File: src/sv/gtb_pkg.sv
// Shared types, coefficient and brightness tables for the Goertzel tone detector.
package gtb_pkg;

   localparam int MAX_BINS  = 16;
   localparam int TABLE_W   = 4;
   localparam int STATE_W   = 40;
   localparam int COEF_W    = 16;
   localparam int SHIFT_W   = 4;
   localparam int FRAC_BITS = 14;
   localparam int OPER_W    = 31;
   localparam int PROD_W    = COEF_W + STATE_W;
   localparam int FB_W      = PROD_W - FRAC_BITS;
   localparam int SUM_W     = FB_W + 2;
   localparam int CB_W      = COEF_W + OPER_W;
   localparam int TAP_W     = CB_W - FRAC_BITS;
   localparam int SQ_W      = 2 * OPER_W;
   localparam int POWER_W   = 64;
   localparam int BRIGHT_W  = 8;
   localparam int BIN_OUT_W = 3;

   typedef logic signed [COEF_W-1:0] coef_type;
   typedef logic [BRIGHT_W-1:0] bright_type;

   localparam coef_type COEF_TABLE [MAX_BINS] = '{
      16'sd31651, 16'sd28378, 16'sd23170, 16'sd16384,
      16'sd8481,  16'sd0,     -16'sd8481, -16'sd16384,
      -16'sd23170, -16'sd28378, -16'sd31651, 16'sh8000,
      -16'sd31651, -16'sd28378, -16'sd23170, -16'sd16384
   };

   localparam bright_type BRIGHT_TABLE [MAX_BINS] = '{
      8'd0,   8'd15,  8'd70,  8'd122, 8'd175, 8'd229, 8'd255, 8'd255,
      8'd255, 8'd255, 8'd255, 8'd255, 8'd255, 8'd255, 8'd255, 8'd255
   };

   typedef struct packed {
      logic sample_load;
      logic upd_issue;
      logic shift_inc;
      logic pw_issue;
      logic load_out;
      logic clear;
   } dp_cmd_type;

   typedef struct packed {
      logic fits;
      logic pw_busy;
   } dp_status_type;

endpackage

File: src/sv/gtb_ctrl.sv
// Controller state machine that sequences resonator updates, scaling scan and power compare.
module gtb_ctrl
   import gtb_pkg::*;
#(
   parameter int SAMPLES_PER_CHUNK = 24,
   parameter int BIN_COUNT         = 6,
   parameter int IDX_W             = 3
) (
   input  logic          clock,
   input  logic          reset,
   input  logic          req_valid,
   output logic          req_ready,
   output logic          rsp_valid,
   input  logic          rsp_ready,
   output dp_cmd_type    cmd,
   output logic [IDX_W-1:0] bin_idx,
   input  dp_status_type status
);

   localparam int CNT_W = $clog2(SAMPLES_PER_CHUNK);
   localparam logic [IDX_W-1:0] LAST_BIN = IDX_W'(BIN_COUNT - 1);
   localparam logic [CNT_W-1:0] LAST_POS = CNT_W'(SAMPLES_PER_CHUNK - 1);

   typedef enum logic [5:0] {
      ST_IDLE     = 6'b000001,
      ST_UPDATE   = 6'b000010,
      ST_UPD_WAIT = 6'b000100,
      ST_SHIFT    = 6'b001000,
      ST_POWER    = 6'b010000,
      ST_DRAIN    = 6'b100000
   } state_type;

   state_type        state_ff, state_in;
   logic [IDX_W-1:0] bin_ff, bin_in;
   logic [CNT_W-1:0] chunk_ff, chunk_in;
   logic             rsp_valid_ff, rsp_valid_in;
   logic             last_bin;

   assign last_bin  = (bin_ff == LAST_BIN);
   assign req_ready = (state_ff == ST_IDLE);
   assign rsp_valid = rsp_valid_ff;
   assign bin_idx   = bin_ff;

   always_comb begin
      state_in     = state_ff;
      bin_in       = bin_ff;
      chunk_in     = chunk_ff;
      rsp_valid_in = rsp_valid_ff && !rsp_ready;
      cmd          = '0;
      case (state_ff)
         ST_IDLE: begin
            if (req_valid) begin
               cmd.sample_load = 1'b1;
               bin_in          = '0;
               state_in        = ST_UPDATE;
            end
         end
         ST_UPDATE: begin
            cmd.upd_issue = 1'b1;
            if (last_bin) begin
               state_in = ST_UPD_WAIT;
            end else begin
               bin_in = bin_ff + 1'b1;
            end
         end
         ST_UPD_WAIT: begin
            bin_in = '0;
            if (chunk_ff == LAST_POS) begin
               chunk_in = '0;
               state_in = ST_SHIFT;
            end else begin
               chunk_in = chunk_ff + 1'b1;
               state_in = ST_IDLE;
            end
         end
         ST_SHIFT: begin
            if (status.fits) begin
               if (last_bin) begin
                  bin_in   = '0;
                  state_in = ST_POWER;
               end else begin
                  bin_in = bin_ff + 1'b1;
               end
            end else begin
               cmd.shift_inc = 1'b1;
            end
         end
         ST_POWER: begin
            cmd.pw_issue = 1'b1;
            if (last_bin) begin
               state_in = ST_DRAIN;
            end else begin
               bin_in = bin_ff + 1'b1;
            end
         end
         ST_DRAIN: begin
            if (!status.pw_busy && !(rsp_valid_ff && !rsp_ready)) begin
               cmd.load_out = 1'b1;
               cmd.clear    = 1'b1;
               rsp_valid_in = 1'b1;
               bin_in       = '0;
               state_in     = ST_IDLE;
            end
         end
         default: begin
            state_in = ST_IDLE;
         end
      endcase
   end

   always_ff @(posedge clock) begin
      if (reset) begin
         state_ff     <= ST_IDLE;
         bin_ff       <= '0;
         chunk_ff     <= '0;
         rsp_valid_ff <= 1'b0;
      end else begin
         state_ff     <= state_in;
         bin_ff       <= bin_in;
         chunk_ff     <= chunk_in;
         rsp_valid_ff <= rsp_valid_in;
      end
   end

endmodule

File: config.mk
export PLATFORM = sky130hd
export DESIGN_NAME = gtb_ctrl
export DESIGN_NICKNAME = d
export VERILOG_FILES = /design/src/sv/gtb_pkg.sv /design/src/sv/gtb_ctrl.sv
export SDC_FILE = /design/constraint.sdc
export NUM_CORES = 1
export LEC_CHECK = 0
export BUFFER_PORTS_ARGS = -buffer_cell sky130_fd_sc_hd__buf_2
export CAP_MARGIN = 15
export CELL_PAD_IN_SITES_DETAIL_PLACEMENT = 1
export CELL_PAD_IN_SITES_GLOBAL_PLACEMENT = 1
export CORE_MARGIN = 5
export CORE_UTILIZATION = 24
export DETAILED_ROUTE_END_ITERATION = 8
export GPL_TIMING_DRIVEN = 0
export PLACE_DENSITY_LB_ADDON = 0.1
export SLEW_MARGIN = 15
export SYNTH_ARGS = -nofsm -noshare
export SYNTH_HDL_FRONTEND = slang
export SYNTH_SLANG_ARGS = --single-unit
export TNS_END_PERCENT = 50
File: constraint.sdc
create_clock -name clock -period 4.4 [get_ports clock]
set_input_delay 1.1 -clock clock [delete_from_list [all_inputs] [get_ports clock]]
set_output_delay 1.1 -clock clock [all_outputs]
set_load 0.01 [all_outputs]
# Yosys cells after proc, flatten, opt, wreduce, memory -nomap -nowiden
# Cells that the tools add are included.
[totals]
inputBits = 6
output_inout_bits = 11
regBits = 15
[classes]
n_eq_ne = 15
addsub = 2
reduce_logical = 9
n_mux = 25
[ops]
columns = ["op", "count"]
rows = [
  ["two-way mux 6 bit", 6],
  ["case mux 6 bit (6 select lines)", 1],
  ["two-way mux 3 bit", 5],
  ["case mux 3 bit (5 select lines)", 1],
  ["inequality test 2 bit, second input constant", 7],
  ["two-way mux 1 bit", 8],
  ["equality test 6 x 1 -> 1 bit, second input constant", 1],
  ["equality test 6 x 2 -> 1 bit, second input constant", 1],
  ["equality test 6 x 3 -> 1 bit, second input constant", 1],
  ["equality test 6 x 4 -> 1 bit, second input constant", 1],
  ["equality test 6 x 5 -> 1 bit, second input constant", 1],
  ["equality test 6 bit, second input constant", 1],
  ["AND reduction 6 bit", 1],
  ["adder 5 x 1 -> 5 bit, second input constant", 1],
  ["equality test 5 bit, second input constant", 1],
  ["two-way mux 5 bit", 1],
  ["AND reduction 5 bit", 1],
  ["nonzero test 5 bit", 1],
  ["two-way mux 2 bit", 2],
  ["two-way mux 4 bit", 1],
  ["adder 3 x 1 -> 3 bit, second input constant", 1],
  ["equality test 3 bit, second input constant", 1],
  ["zero test 1 bit", 3],
  ["logical AND 1 bit", 2],
  ["OR reduction 2 bit", 1],
]

# Logic depth before layout (Yosys ltp)
[logic_depth]
word_depth = 6
ltp_mapped = 7

# Worst setup path after synthesis
# OpenSTA, ideal clock, no wires.
[synth_timing]
kind = "in2out"
from = "in status[1] in the netlist's numbering"
to = "out cmd[3] in the netlist's numbering"
t_arrival_ps = 1702
n_path_buf = 0
t_required_ps = 3300
stages = 2
slack_ps = 1598
path_cell_list = "or3_1 -> inv_1"
[synth_lines]
columns = ["item", "line_no", "source"]
rows = [
  ["from (decl)", "gtb_ctrl.sv:17", "input dp_status_type status"],
  ["to (decl)", "gtb_ctrl.sv:15", "output dp_cmd_type cmd,"],
]

==> reports/qor.log <==
INFO  cts            clkLatencyLatePin=0.26ns
INFO  setup_path     critPathCaptureType=primary output
INFO  floorplan      fp.dieW=74.02um
INFO  pwr            p_per_area=289.9nW/um^2
INFO  min_path       type_of_the_worst_min_delay_path=reg2reg
INFO  setup_path     critPathLaunchType=flip-flop
INFO  sta            setup_viol_count_final=0
INFO  setup_path     setup.worst_path.class=reg2out
INFO  drt            detail_route.iter0.violations=56
INFO  drt            wire_per_inst=15.07um
INFO  setup_path     worstPathArrival=2.07ns
INFO  sta            final.min_clock_period=3.169ns
INFO  pwr            vdd_ir_drop_max=0.07650mV
INFO  cts            cts_tree=built
INFO  placement      detailedPlacementHpwl=2137um
INFO  grt            grt_max_degree=11
INFO  sta            timing.clock.skew=0.007132ns
INFO  placement      numPortBuffers=16
INFO  placement      globalplace.congestion=0.7286
INFO  grt            groute.usage.overall=0.1158
INFO  floorplan      die_ht=74.02um
INFO  cells_and_area area.growth.synth_to_final=19.21%
INFO  cts            clock_sink_count=15
INFO  floorplan      area_enclosed_by_the_die_boundary=5478um^2
INFO  sta            final.period_utilization=0.7201
INFO  setup_path     timing.rr.start=state_ff[4]$_SDFFE_PP0P_
INFO  drt            firstDrtPassIters=4
INFO  synth          synth.yosys.warnings=0
INFO  cts            cts_repair_resize_count=0
INFO  cts            numCtsBuffers=3
INFO  synth          ys_async_sr_fraction=0
INFO  synth          syn_nets=124
INFO  drt            drcViolationCount=0
INFO  synth          synth_edf_count=0
INFO  cells_and_area final_nets=145
INFO  cells_and_area multi_input_comb_area=614.3um^2
INFO  cts            path_clk_slew=0.07ns
INFO  drt            drt-total-wl=2788um
INFO  floorplan      placeableCoreArea=4000um^2
INFO  pwr            total_leakage_power=0.0004641uW
INFO  outcome        result_of_the_run=finished clean
INFO  cells_and_area stdcell_count=185
INFO  cts            cts_hold_buf=0
INFO  sta            timing.final.max_slew_violations=0
INFO  setup_path     cp_max_fo=8
INFO  synth          ys_seq_area_frac=0.3053
INFO  cells_and_area layout.area.seq=300.3um^2
INFO  drt            detail_route.vias_per_cell=4.951
INFO  sta            relSlewSlack=0.5440
INFO  setup_path     crit_path_start=state_ff[4]$_SDFFE_PP0P_
INFO  setup_path     cp_data_required_time=3.30ns
INFO  drt            antenna_violating_nets_post_route=0
INFO  cells_and_area share_of_final_layout_standard_cells_stronger_than_drive_strength_1=0.2889
INFO  grt            grt_overflow=0
INFO  sta            grt_setup_unrepaired=false
INFO  synth          syn_avg_cell_area=8.552um^2
INFO  floorplan      initial_core_util=0.2459
INFO  grt            grt_first_pass_wirelength=4836um
INFO  synth          synth-seq-cells=15
INFO  flow_run       max_cap_viol_count=0
INFO  synth          synthDistinctLibCells=38
INFO  cells_and_area antenna_cells=0
INFO  grt            antenna_found_initial=0
INFO  synth          synth_cells=115
INFO  floorplan      num_rows=23
INFO  cts            clock_tree.root_cell=clkbuf_8
INFO  sta            timing_hold_violations_final=0
INFO  min_path       worstHoldStart=chunk_ff[1]$_SDFFE_PP0P_
INFO  drt            count_of_vias_placed_by_the_detailed_router=916
INFO  cts            clock_tree.htree_level_count=1
INFO  synth          syn-cell-area=983.4um^2
INFO  placement      dp.cells=181
INFO  cts            cts-root-to-sink-buffers=2
INFO  sta            fmax=315.6MHz
INFO  sta            setup-tns-final=0ns
INFO  cells_and_area num-fill-cells=474
INFO  sta            tightestPinTransition=0.6777ns
INFO  synth          synthFlopType=dfxtp_1
INFO  floorplan      top_level_ports=17
INFO  cts            cts_setup_buffers=0
INFO  grt            number_of_global_route_vias_before_repair=969
## routing by layer
metal	GRT usage	part of all wire
met5	0	0
met4	0.04829	0.015
met2	0.1811	0.47
met3	0.02703	0.030
met1	0.1529	0.48
## registers in the layout, indices dropped and copies added (netlist names)
| signal | flops |
|---|---|
| rsp_valid | 1 |
| chunk_ff | 5 |
| state_ff | 6 |
| bin_idx | 3 |
## cell usage after synthesis, types with 2 or more instances
library cell	number	area share
dfxtp_1	15	0.31
a21oi_1	12	0.061
nor2_1	12	0.046
nand3_1	7	0.036
inv_1	6	0.023
nand2_1	6	0.023
nand2b_1	4	0.025
nor3_1	4	0.020
a21oi_2	3	0.027
ha_1	3	0.038
nor2b_1	3	0.019
nor3b_1	3	0.023
or3_1	3	0.019
or4_1	3	0.023
a22oi_1	2	0.015
buf_4	2	0.015
buf_6	2	0.023
nor4_1	2	0.013
o2111ai_4	2	0.053
o21ai_1	2	0.010
xor2_1	2	0.018
## placed cells by master, fill, tap and decap left out, types with 2 or more instances in the layout
master / netlist / layout
buf_2: 1 / 17
dfxtp_1: 15 / 15
nor2_1: 12 / 12
a21oi_1: 12 / 12
nand3_1: 7 / 7
inv_1: 6 / 6
nand2_1: 6 / 6
nor3_1: 4 / 4
nand2b_1: 4 / 4
or4_1: 3 / 3
or3_1: 3 / 3
nor2b_1: 3 / 3
a21oi_2: 3 / 3
nor3b_1: 3 / 3
ha_1: 3 / 3
clkbuf_8: 0 / 3
buf_6: 2 / 2
nor4_1: 2 / 2
xor2_1: 2 / 2
o2111ai_4: 2 / 2
a22oi_1: 2 / 2
o21ai_1: 2 / 2
buf_4: 2 / 2
## kinds of logic (layout without fill, tap and decap cells)
logic type / Yosys count / in the layout / synth area share
buffers and inverters: 12 / 32 / 0.06996
AND/OR/NAND/NOR: 53 / 53 / 0.3168
AO/OA/AOI/OAI: 28 / 28 / 0.2328
XOR/XNOR: 3 / 3 / 0.02672
multiplexers: 1 / 1 / 0.01018
adder cells (fa/ha/maj): 3 / 3 / 0.03817
flip-flops: 15 / 15 / 0.3053
## final cells by class
class | instances | share of cell area
multi-input combinational | 88 | 0.5240
clock buffer | 3 | 0.03522
inverter | 6 | 0.01921
clock inverter | 1 | 0.004269
buffer | 6 | 0.03949
tap | 50 | 0.05336
sequential | 15 | 0.2561
timing repair buffer | 16 | 0.06830
## final timing paths
kind	slack, ns	endpoint	cells after the start
setup / recovery	1.23	cmd[1]	5
setup reg to reg	2.26	state_ff[5]$_SDFFE_PP0P_	5
hold / removal	0.49	chunk_ff[1]$_SDFFE_PP0P_	2
hold reg to reg	0.49	chunk_ff[1]$_SDFFE_PP0P_	2
## power by group
part	internal (uW)	switching, uW
Clock	62.9	56.4
Sequential	139	3.78
Combinational	33.1	44.8
## stage by stage
stage	worst slack, ns	cell area [um^2]	total power [uW]	utilization	hold slack [ns]
6_report	1.231	1172	339.8	0.2931	0.4907
4_1_cts	1.263	1172	346.7	0.2931	0.4956
3_3_place_gp	1.394	1126	223.1	0.2815	0.4714
2_1_floorplan	1.598	983.4	201.3	-	0.4476
5_1_grt	1.049	1172	357.9	0.2931	0.5166
3_5_place_dp	1.377	1126	223.4	0.2815	0.4880
## critical path: stages (launching register included)
cell and delay [ns]:
dfxtp_1 0.39, nor4_1 0.65, nand3_1 0.27, nor3_1 0.24
buf_4 0.14, buf_2 0.12
Note: power is estimated with default switching activity, not from simulation.
